===== config.mk =====
export PLATFORM = sky130hd
export DESIGN_NAME = sorted_run_top_k_frequency_unit
export DESIGN_NICKNAME = d
export VERILOG_FILES = /design/src/hdl/srtkf_pkg.sv /design/src/hdl/srtkf_cell.sv /design/src/hdl/sorted_run_top_k_frequency_unit.sv
export SDC_FILE = /design/constraint.sdc
export NUM_CORES = 2
export LEC_CHECK = 0
export ABC_AREA = 1
export BUFFER_PORTS_ARGS = -buffer_cell sky130_fd_sc_hd__buf_2
export CAP_MARGIN = 20
export CELL_PAD_IN_SITES_DETAIL_PLACEMENT = 2
export CELL_PAD_IN_SITES_GLOBAL_PLACEMENT = 2
export CORE_MARGIN = 2
export CORE_UTILIZATION = 35
export CTS_CLUSTER_SIZE = 14
export DETAILED_ROUTE_END_ITERATION = 16
export PLACE_DENSITY = 0.78
export SYNTH_ARGS = -nofsm -noshare
export SYNTH_HDL_FRONTEND = slang
export SYNTH_SLANG_ARGS = --single-unit
export TNS_END_PERCENT = 50

===== constraint.sdc =====
create_clock -name i_clk -period 12 [get_ports i_clk]
set_input_delay 1.8 -clock i_clk [delete_from_list [all_inputs] [get_ports i_clk]]
set_output_delay 1.8 -clock i_clk [all_outputs]
set_load 0.05 [all_outputs]

===== src/hdl/srtkf_pkg.sv =====
// types and constants shared by the sorted-run top-k frequency unit
// used by srtkf_cell, the top level and the port checker

package srtkf_pkg;

    localparam int KEY_W  = 64;   // column value width
    localparam int TOT_W  = 32;   // row and run totals, emitted counts
    localparam int RANK_W = 4;    // emitted rank field

    // list cell operations, broadcast to every cell
    localparam logic [1:0] OP_HOLD   = 2'd0;
    localparam logic [1:0] OP_INSERT = 2'd1;
    localparam logic [1:0] OP_SHIFT  = 2'd2;

    // broadcast control for the cell row
    typedef struct packed {
        logic [1:0] op;
        logic       lt0;       // new count goes to position zero (list empty or below entry zero)
        logic       full;      // every cell holds an entry
        logic       full_top;  // full list, new count at least the last entry
        logic       full_mid;  // full list, new count strictly inside
    } t_cell_ctl;

    // status a cell shows to its neighbors
    typedef struct packed {
        logic is_end;  // no cell here, row boundary
        logic valid;   // cell holds an entry
        logic below;   // entry count below the new count
        logic above;   // entry count above the new count
        logic aa;      // cell lies at or after the insert position
    } t_cell_stat;

    localparam t_cell_stat END_STAT = '{is_end: 1'b1, valid: 1'b0, below: 1'b0,
                                        above: 1'b0, aa: 1'b0};

endpackage


===== src/hdl/srtkf_cell.sv =====
// one entry of the ascending-count list: value, null flag, count, valid
// depends on srtkf_pkg; neighbors exchange status and entries every cycle

module srtkf_cell #(
    parameter int CNT_W = 32
) (
    input  logic                      i_clk,
    input  logic                      i_rst_n,
    input  srtkf_pkg::t_cell_ctl      i_ctl,
    input  logic [srtkf_pkg::KEY_W-1:0] i_new_key,
    input  logic                      i_new_null,
    input  logic [CNT_W-1:0]          i_new_cnt,
    input  srtkf_pkg::t_cell_stat     i_left,
    input  logic [srtkf_pkg::KEY_W-1:0] i_left_key,
    input  logic                      i_left_null,
    input  logic [CNT_W-1:0]          i_left_cnt,
    input  srtkf_pkg::t_cell_stat     i_right,
    input  logic [srtkf_pkg::KEY_W-1:0] i_right_key,
    input  logic                      i_right_null,
    input  logic [CNT_W-1:0]          i_right_cnt,
    output srtkf_pkg::t_cell_stat     o_stat,
    output logic [srtkf_pkg::KEY_W-1:0] o_key,
    output logic                      o_null,
    output logic [CNT_W-1:0]          o_cnt
);
    import srtkf_pkg::*;

    localparam logic [1:0] SEL_HOLD  = 2'd0;
    localparam logic [1:0] SEL_NEW   = 2'd1;
    localparam logic [1:0] SEL_LEFT  = 2'd2;
    localparam logic [1:0] SEL_RIGHT = 2'd3;

    logic             r_valid;
    logic [KEY_W-1:0] r_key;
    logic             r_null;
    logic [CNT_W-1:0] r_cnt;

    logic             n_valid;
    logic [1:0]       w_sel;
    logic             w_below;
    logic             w_above;
    logic             w_aa;

    assign w_below = r_valid && (r_cnt < i_new_cnt);
    assign w_above = r_valid && (r_cnt > i_new_cnt);
    assign w_aa    = i_ctl.lt0 || (!i_left.is_end && !w_below);

    always_comb begin
        w_sel   = SEL_HOLD;
        n_valid = r_valid;
        case (i_ctl.op)
            OP_INSERT: begin
                if (!i_ctl.full) begin
                    if (w_aa && !i_left.aa) begin
                        w_sel = SEL_NEW;
                    end else if (i_left.aa && i_left.valid) begin
                        w_sel = SEL_LEFT;
                    end
                    n_valid = r_valid || i_left.is_end || i_left.valid;
                end else if (i_ctl.full_top) begin
                    w_sel = i_right.is_end ? SEL_NEW : SEL_RIGHT;
                end else if (i_ctl.full_mid) begin
                    if (!i_right.is_end && i_right.below) begin
                        w_sel = SEL_RIGHT;
                    end else if (i_left.is_end || w_below) begin
                        w_sel = SEL_NEW;
                    end
                end
            end
            OP_SHIFT: begin
                w_sel   = SEL_RIGHT;
                n_valid = i_right.valid;
            end
            default: begin
                w_sel = SEL_HOLD;
            end
        endcase
    end

    always_ff @(posedge i_clk) begin
        if (!i_rst_n) begin
            r_valid <= 1'b0;
        end else begin
            r_valid <= n_valid;
        end
    end

    always_ff @(posedge i_clk) begin
        case (w_sel)
            SEL_NEW: begin
                r_key <= i_new_key;
                r_null <= i_new_null;
                r_cnt <= i_new_cnt;
            end
            SEL_LEFT: begin
                r_key <= i_left_key;
                r_null <= i_left_null;
                r_cnt <= i_left_cnt;
            end
            SEL_RIGHT: begin
                r_key <= i_right_key;
                r_null <= i_right_null;
                r_cnt <= i_right_cnt;
            end
            default: begin
                r_key <= r_key;
            end
        endcase
    end

    assign o_stat = '{is_end: 1'b0, valid: r_valid, below: w_below,
                      above: w_above, aa: w_aa};
    assign o_key  = r_key;
    assign o_null = r_null;
    assign o_cnt  = r_cnt;

endmodule


===== src/hdl/sorted_run_top_k_frequency_unit.sv =====
// top level of the sorted-run top-k frequency unit: run tracking, totals, sequencer
// depends on srtkf_pkg and a row of srtkf_cell instances

// Rows of an already sorted column come in one per cycle (valid/ready); equal
// neighboring rows (null equals only null) form a run, and each run that closes
// is inserted into a row of LIST_DEPTH cells kept in ascending count order, one
// insertion per cycle, every cell comparing its own count with the new one in
// parallel and taking the new entry or its neighbor's. After the row carrying
// last_row is taken, the flush state inserts the final run, and then one result
// item per kept entry is shown, smallest count first, shifted out of cell zero:
// LIST_DEPTH at most, each waiting for the output ready. No row is accepted
// from the last row until the final result item is taken; after it the unit
// is back in its reset state, apart from the rank.
// Run lengths saturate at COUNT_BITS bits, totals and emitted counts at 32.

module sorted_run_top_k_frequency_unit #(
    parameter int LIST_DEPTH = 10,
    parameter int COUNT_BITS = 32
) (
    input  logic                          i_clk,
    input  logic                          i_rst_n,
    // row channel
    input  logic                          i_valid,
    output logic                          o_ready,
    input  logic [srtkf_pkg::KEY_W-1:0]   i_value,
    input  logic                          i_value_is_null,
    input  logic                          i_last_row,
    // result channel
    output logic                          o_valid,
    input  logic                          i_ready,
    output logic [srtkf_pkg::RANK_W-1:0]  o_rank,
    output logic [srtkf_pkg::KEY_W-1:0]   o_entry_value,
    output logic                          o_entry_is_null,
    output logic [srtkf_pkg::TOT_W-1:0]   o_entry_count,
    output logic [srtkf_pkg::TOT_W-1:0]   o_total_rows,
    output logic [srtkf_pkg::TOT_W-1:0]   o_distinct_runs,
    output logic [srtkf_pkg::KEY_W-1:0]   o_minimum,
    output logic                          o_minimum_is_null,
    output logic [srtkf_pkg::KEY_W-1:0]   o_maximum,
    output logic                          o_maximum_is_null,
    output logic                          o_final_entry
);
    import srtkf_pkg::*;

    localparam int RW = (LIST_DEPTH > 1) ? $clog2(LIST_DEPTH) : 1;

    // sequencer states
    localparam logic [1:0] S_RUN   = 2'd0;  // taking rows
    localparam logic [1:0] S_FLUSH = 2'd1;  // inserting the final run
    localparam logic [1:0] S_EMIT  = 2'd2;  // shifting results out of cell zero

    logic [1:0]            r_state, n_state;
    logic [KEY_W-1:0]      r_run_key, n_run_key;
    logic                  r_run_null, n_run_null;
    logic [COUNT_BITS-1:0] r_run_len, n_run_len;
    logic [KEY_W-1:0]      r_prev_key, n_prev_key;
    logic                  r_prev_null, n_prev_null;
    logic [TOT_W-1:0]      r_row_total, n_row_total;
    logic [TOT_W-1:0]      r_run_total, n_run_total;
    logic [KEY_W-1:0]      r_min_key, n_min_key;
    logic                  r_min_null, n_min_null;
    logic                  r_seen_first, n_seen_first;
    logic [KEY_W-1:0]      r_max_key, n_max_key;
    logic                  r_max_null, n_max_null;
    logic [RW-1:0]         r_rank, n_rank;

    // cell row wiring
    t_cell_stat            w_stat [LIST_DEPTH];
    logic [KEY_W-1:0]      w_key  [LIST_DEPTH];
    logic                  w_null [LIST_DEPTH];
    logic [COUNT_BITS-1:0] w_cnt  [LIST_DEPTH];
    t_cell_ctl             w_ctl;

    logic             w_in_acc;
    logic             w_out_acc;
    logic [KEY_W-1:0] w_val;     // null rows hold value zero
    logic             w_same;    // row continues the open run
    logic             w_mx_prev; // last run null with more than one kept entry

    assign o_ready   = (r_state == S_RUN);
    assign o_valid   = (r_state == S_EMIT);
    assign w_in_acc  = i_valid && o_ready;
    assign w_out_acc = o_valid && i_ready;

    assign w_val  = i_value_is_null ? '0 : i_value;
    assign w_same = (i_value_is_null == r_run_null) && (w_val == r_run_key);

    // after the final insertion the list holds more than one entry exactly
    // when entry zero is already occupied
    assign w_mx_prev = w_stat[0].valid && r_run_null;

    // cell row control: the entry to insert is always the open run
    always_comb begin
        w_ctl.op = OP_HOLD;
        case (r_state)
            S_RUN: begin
                if (w_in_acc && r_seen_first && !w_same) begin
                    w_ctl.op = OP_INSERT;  // a run closes
                end
            end
            S_FLUSH: begin
                w_ctl.op = OP_INSERT;
            end
            S_EMIT: begin
                if (w_out_acc) begin
                    w_ctl.op = OP_SHIFT;
                end
            end
            default: begin
                w_ctl.op = OP_HOLD;
            end
        endcase
        w_ctl.lt0      = !w_stat[0].valid || w_stat[0].above;
        w_ctl.full     = w_stat[LIST_DEPTH-1].valid;
        w_ctl.full_top = w_stat[LIST_DEPTH-1].valid && !w_stat[LIST_DEPTH-1].above;
        w_ctl.full_mid = w_stat[LIST_DEPTH-1].valid && w_stat[LIST_DEPTH-1].above
                         && w_stat[0].below;
    end

    genvar gi;
    generate
        for (gi = 0; gi < LIST_DEPTH; gi++) begin : g_cell
            t_cell_stat            w_l_stat, w_r_stat;
            logic [KEY_W-1:0]      w_l_key, w_r_key;
            logic                  w_l_null, w_r_null;
            logic [COUNT_BITS-1:0] w_l_cnt, w_r_cnt;

            if (gi == 0) begin : g_left_end
                assign w_l_stat = END_STAT;
                assign w_l_key  = '0;
                assign w_l_null = 1'b0;
                assign w_l_cnt  = '0;
            end else begin : g_left
                assign w_l_stat = w_stat[gi-1];
                assign w_l_key  = w_key[gi-1];
                assign w_l_null = w_null[gi-1];
                assign w_l_cnt  = w_cnt[gi-1];
            end

            if (gi == LIST_DEPTH - 1) begin : g_right_end
                assign w_r_stat = END_STAT;
                assign w_r_key  = '0;
                assign w_r_null = 1'b0;
                assign w_r_cnt  = '0;
            end else begin : g_right
                assign w_r_stat = w_stat[gi+1];
                assign w_r_key  = w_key[gi+1];
                assign w_r_null = w_null[gi+1];
                assign w_r_cnt  = w_cnt[gi+1];
            end

            srtkf_cell #(
                .CNT_W (COUNT_BITS)
            ) u_cell (
                .i_clk        (i_clk),
                .i_rst_n      (i_rst_n),
                .i_ctl        (w_ctl),
                .i_new_key    (r_run_key),
                .i_new_null   (r_run_null),
                .i_new_cnt    (r_run_len),
                .i_left       (w_l_stat),
                .i_left_key   (w_l_key),
                .i_left_null  (w_l_null),
                .i_left_cnt   (w_l_cnt),
                .i_right      (w_r_stat),
                .i_right_key  (w_r_key),
                .i_right_null (w_r_null),
                .i_right_cnt  (w_r_cnt),
                .o_stat       (w_stat[gi]),
                .o_key        (w_key[gi]),
                .o_null       (w_null[gi]),
                .o_cnt        (w_cnt[gi])
            );
        end
    endgenerate

    // run tracking, totals and sequencing
    always_comb begin
        n_state      = r_state;
        n_run_key    = r_run_key;
        n_run_null   = r_run_null;
        n_run_len    = r_run_len;
        n_prev_key   = r_prev_key;
        n_prev_null  = r_prev_null;
        n_row_total  = r_row_total;
        n_run_total  = r_run_total;
        n_min_key    = r_min_key;
        n_min_null   = r_min_null;
        n_seen_first = r_seen_first;
        n_max_key    = r_max_key;
        n_max_null   = r_max_null;
        n_rank       = r_rank;
        case (r_state)
            S_RUN: begin
                if (w_in_acc) begin
                    if (!r_seen_first) begin
                        // first row opens the first run and fixes the minimum
                        n_seen_first = 1'b1;
                        n_min_key    = w_val;
                        n_min_null   = i_value_is_null;
                        n_run_key    = w_val;
                        n_run_null   = i_value_is_null;
                        n_run_len    = COUNT_BITS'(1);
                        n_row_total  = TOT_W'(1);
                    end else begin
                        if (r_row_total != '1) begin
                            n_row_total = r_row_total + 1'b1;
                        end
                        if (w_same) begin
                            if (r_run_len != '1) begin
                                n_run_len = r_run_len + 1'b1;
                            end
                        end else begin
                            // open run goes into the list this cycle
                            if (r_run_total != '1) begin
                                n_run_total = r_run_total + 1'b1;
                            end
                            n_prev_key  = r_run_key;
                            n_prev_null = r_run_null;
                            n_run_key   = w_val;
                            n_run_null  = i_value_is_null;
                            n_run_len   = COUNT_BITS'(1);
                        end
                    end
                    if (i_last_row) begin
                        n_state = S_FLUSH;
                    end
                end
            end
            S_FLUSH: begin
                if (r_run_total != '1) begin
                    n_run_total = r_run_total + 1'b1;
                end
                n_max_null = w_mx_prev ? r_prev_null : r_run_null;
                if (n_max_null) begin
                    n_max_key = '0;
                end else begin
                    n_max_key = w_mx_prev ? r_prev_key : r_run_key;
                end
                n_rank  = '0;
                n_state = S_EMIT;
            end
            S_EMIT: begin
                if (w_out_acc) begin
                    n_rank = r_rank + 1'b1;
                    if (o_final_entry) begin
                        // back to the reset state, rank apart; this last shift empties the cells
                        n_state      = S_RUN;
                        n_run_key    = '0;
                        n_run_null   = 1'b0;
                        n_run_len    = '0;
                        n_prev_key   = '0;
                        n_prev_null  = 1'b1;
                        n_row_total  = '0;
                        n_run_total  = '0;
                        n_min_key    = '0;
                        n_min_null   = 1'b1;
                        n_seen_first = 1'b0;
                    end
                end
            end
            default: begin
                n_state = S_RUN;
            end
        endcase
    end

    always_ff @(posedge i_clk) begin
        if (!i_rst_n) begin
            r_state      <= S_RUN;
            r_run_key    <= '0;
            r_run_null   <= 1'b0;
            r_run_len    <= '0;
            r_prev_key   <= '0;
            r_prev_null  <= 1'b1;
            r_row_total  <= '0;
            r_run_total  <= '0;
            r_min_key    <= '0;
            r_min_null   <= 1'b1;
            r_seen_first <= 1'b0;
            r_rank       <= '0;
        end else begin
            r_state      <= n_state;
            r_run_key    <= n_run_key;
            r_run_null   <= n_run_null;
            r_run_len    <= n_run_len;
            r_prev_key   <= n_prev_key;
            r_prev_null  <= n_prev_null;
            r_row_total  <= n_row_total;
            r_run_total  <= n_run_total;
            r_min_key    <= n_min_key;
            r_min_null   <= n_min_null;
            r_seen_first <= n_seen_first;
            r_rank       <= n_rank;
        end
    end

    // maximum is payload, written in the flush cycle before it is shown
    always_ff @(posedge i_clk) begin
        r_max_key  <= n_max_key;
        r_max_null <= n_max_null;
    end

    // result item comes straight from cell zero
    assign o_rank            = RANK_W'(r_rank);
    assign o_entry_value     = w_null[0] ? '0 : w_key[0];
    assign o_entry_is_null   = w_null[0];
    assign o_total_rows      = r_row_total;
    assign o_distinct_runs   = r_run_total;
    assign o_minimum         = r_min_null ? '0 : r_min_key;
    assign o_minimum_is_null = r_min_null;
    assign o_maximum         = r_max_key;
    assign o_maximum_is_null = r_max_null;
    assign o_final_entry     = !w_stat[1].valid;

    // emitted count saturates at the result width
    generate
        if (COUNT_BITS > TOT_W) begin : g_cnt_sat
            assign o_entry_count = (|w_cnt[0][COUNT_BITS-1:TOT_W]) ? '1
                                   : w_cnt[0][TOT_W-1:0];
        end else begin : g_cnt_ext
            assign o_entry_count = TOT_W'(w_cnt[0]);
        end
    endgenerate

endmodule


==> results.md <==
* Status: finished, violations left
* Failing checks: slew limit
* Yosys reg bits at roughly 1,300
* Leak at ~33 nW
* Fin crit period at roughly 9.6 ns
* Final setup fails at 0
* WP data arrival at slightly above 10 ns
* Most frequent cells in the layout: nand3_1, nand2_1, edfxtp_1
* Clk Latency, worst-skew pair at roughly 0.86 ns
* Worst Path Max Fanout at 65
* Final period utilization at around 80%
* CP Capture Type: flip-flop
* Total GRT Usage at between 30% and 40%
* Dominant cell type by area after synthesis: edfxtp_1
* Pint at about 8.4 mW
* Vias at 75,300
* Post-CTS Hold Buffers at 0
* Sw Ratio at between 20% and 30%
* Seq/Total Area, Yosys at 49.3%
* Max-Cap Viols at 0
* PnR worst setup slack at 2.39 ns
* CTS tree: yes
* Clock Tree Buf Depth at 3
* Sum Neg Setup Slack at 0 ns
* Synth unique cells at 42
* Die ar. at 220,000 µm²
* Remaining antenna violation count after routing at 0
* TritonCTS Buffers at ~170
* Wire per inst at 30.7 µm
* Largest net degree at the start of global routing at roughly 200
* Slew Limit Fails at between 80 and 90
* Syn Area/Cell at between 8 and 9 µm²
* Core area at between 200,000 and 250,000 µm²
* First-pass GRT wire length at ~540 mm
* Grt ovf at 0
* Routed WL at roughly 370 mm
* Worst-case vdd ir drop at 0.165 mV
* Number of vias per cell at ~6.3
* CP Class: in2reg
* Chip width at between 400 and 500 µm
* CP Launch Type: primary input
* Floorplan row count at between 150 and 200
* Post-layout net count at just over 9,000
* Hold crit path type: reg2reg
* GRT busiest layer: met2
* Share of cells above drive strength 1 at between 9 and 10%
* Power Density at about 140 nW/µm²
* Area grow syn2layout at 12.6%
* I/O pin cnt at between 300 and 400
* Final Hold Fails at 0
* Yosys warns at 0
* Share of total power in sequential cells at 45.7%
* Post-DP HPWL at about 240 mm
* Grt met1 use at a little over two fifths
* Final Skew at around 0.067 ns
* RSZ-0062 raised after global routing: no
* First-pass detailed-route iteration total at 5
* Clock sinks at 1,343
* # fillers at 23,800
* Starting Density at between 30% and 40%
* Initial antenna violation count at 20
* Die height at ~470 µm
* Top-area cell type share of the netlist area at 41.1%
* Slew headroom at -4.43%
* Combinational share of power at between 10% and 20%
* Pre-CTS WS at between 1.5 and 2 ns
* Number of global-route vias before repair at 79,900
* Achievable Freq at about 100 MHz
* Commonest non-fill, non-tap cell in the layout: nand3_1
* Post-CTS setup buffers at 0
* NetSw at roughly 3.3 mW
* DRC Markers at 0
* M3 GR Usage at 7.46%
* Synth Instances at between 9,000 and 10,000
* Clock-pin slew on the worst setup and hold paths at about 0.06 ns
* Post_cts resized at 0
* Final Wtd Congestion at 0.910
* Synth area leaders: edfxtp_1, nand3_1, nand2_1, dfxtp_1, nand4_1
* Slew @ Worst Pin at around 1.6 ns
* IO Port Bufs at roughly 370
* Clk pwr share at about 44%
* Met2 Resource Use GR at about half
* Crit path required time at between 10 and 15 ns
* Synthesized cell area at between 70,000 and 80,000 µm²
* Mapped Nets at ~9,500
* Detailed router's first-iteration violation count at between 8,000 and 9,000
* H-tree depth at 4
* Clock Tree Root: clkbuf_16
==> worst max-delay path: stages <==
cell	delay, ns
buf_2	0.32
inv_2	0.47
buf_4	0.47
nand2_1	0.17
xor2_1	0.17
nor4_1	0.58
nand3_1	0.27
nor2_1	0.19
nand2_1	0.21
nand3_1	0.16
inv_2	0.04
buf_4	0.34
nor2_1	0.63
ha_1	0.38
nor2_1	0.76
o21ai_0	0.58
nor2_1	0.26
nand2_1	0.17
nand2_4	0.44
inv_4	0.43
nand2_4	0.50
buf_4	0.50
==> cells in the mapped netlist, drive strengths merged <==
library cell and number:
o41ai 1, clkbuf 608, clkinv 3, a211oi 14, nand3 1904, nor3b 3, inv 525, nand4 749
ha 318, a21boi 3, nand2 1711, buf 183, nor4 31, o211ai 7, xor2 71, a31oi 5
o221ai 1, nand3b 2, dfxtp 308, a21o 7, a21oi 486, and3 3, nor3 73, a221oi 4
o21ai 457, edfxtp 1035, o21bai 3, o211a 1, o31ai 9, o21a 21, xnor2 14, nor4b 2
nor2 502
==> per-layer routing <==
metal | share of wire, % | up-vias
met4 | 4.0 | 10
li1 | - | 32000
met2 | 45 | 3436
met5 | 0.017 | -
met3 | 9.1 | 758
met1 | 42 | 39100
==> area by class of cell <==
class	count	area, µm²	share of cell area (%)
Timing Repair Buffer	529	3390	3.99
Inverter	528	2020	2.37
Clock buffer	235	4580	5.37
Antenna cell	8	20.0	0.0235
Sequential cell	1343	37200	43.7
Multi-Input combinational cell	6402	33600	39.4
Tap cell	2838	3550	4.17
Clock inverter	70	762	0.895
==> path summary, 6_finish.rpt <==
kind | from | to | slack [ns] | depth (start not counted)
worst max-delay path | i_value_is_null | g_cell[2].u_cell.o_key[52] | 2.39 | 22
worst min-delay path | r_prev_key[21] | r_prev_key[21] | 0.46 | 2
worst max register to register | r_run_key[29] | g_cell[2].u_cell.o_key[52] | 3.01 | 20
worst min register to register | r_prev_key[21] | r_prev_key[21] | 0.46 | 2
==> power groups by stage <==
stage / sequential [mW] / clock (mW) / combinational [mW]
floorplan: 5.35 / 0 / 0.709
global placement: 5.41 / 0 / 1.08
detailed placement: 5.41 / 0 / 1.14
CTS: 5.32 / 5.18 / 1.16
global route: 5.33 / 5.35 / 1.27
finish: 5.32 / 5.16 / 1.18
==> kinds of logic after synthesis <==
logic type,Yosys count,share of synthesized area [%]
flip-flops,1343,49.3
buffers and inverters,1319,6.80
XOR/XNOR,85,0.985
AO/OA/AOI/OAI,1019,7.01
AND/OR/NAND/NOR,4980,30.7
adder cells (fa/ha/maj),318,5.26
==> through the flow <==
stage	instance area, µm²	cells	utilization (%)	hold slack (ns)	power (mW)
3_3_place_gp	79500	11600	37.1	0.444	6.48
6_report	85100	12000	39.7	0.458	11.7
3_5_place_dp	79600	11600	37.1	0.451	6.56
4_1_cts	84900	11900	39.6	0.464	11.7
2_1_floorplan	75600	9064	-	0.430	6.06
5_1_grt	85100	11900	39.7	0.484	11.9
==> registers in the layout, indices dropped and copies added, names as in the netlist, 2 cells and up <==
| signal | flops |
|---|---|
| g_cell.u_cell.o_cnt | 320 |
| g_cell.u_cell.o_key | 640 |
| g_cell.u_cell.o_null | 10 |
| g_cell.u_cell.r_valid | 10 |
| o_distinct_runs | 32 |
| o_maximum | 64 |
| o_rank | 4 |
| o_total_rows | 32 |
| r_min_key | 64 |
| r_prev_key | 64 |
| r_run_key | 64 |
| r_run_len | 32 |
| r_state | 2 |
(Power assumes the default switching activity.)
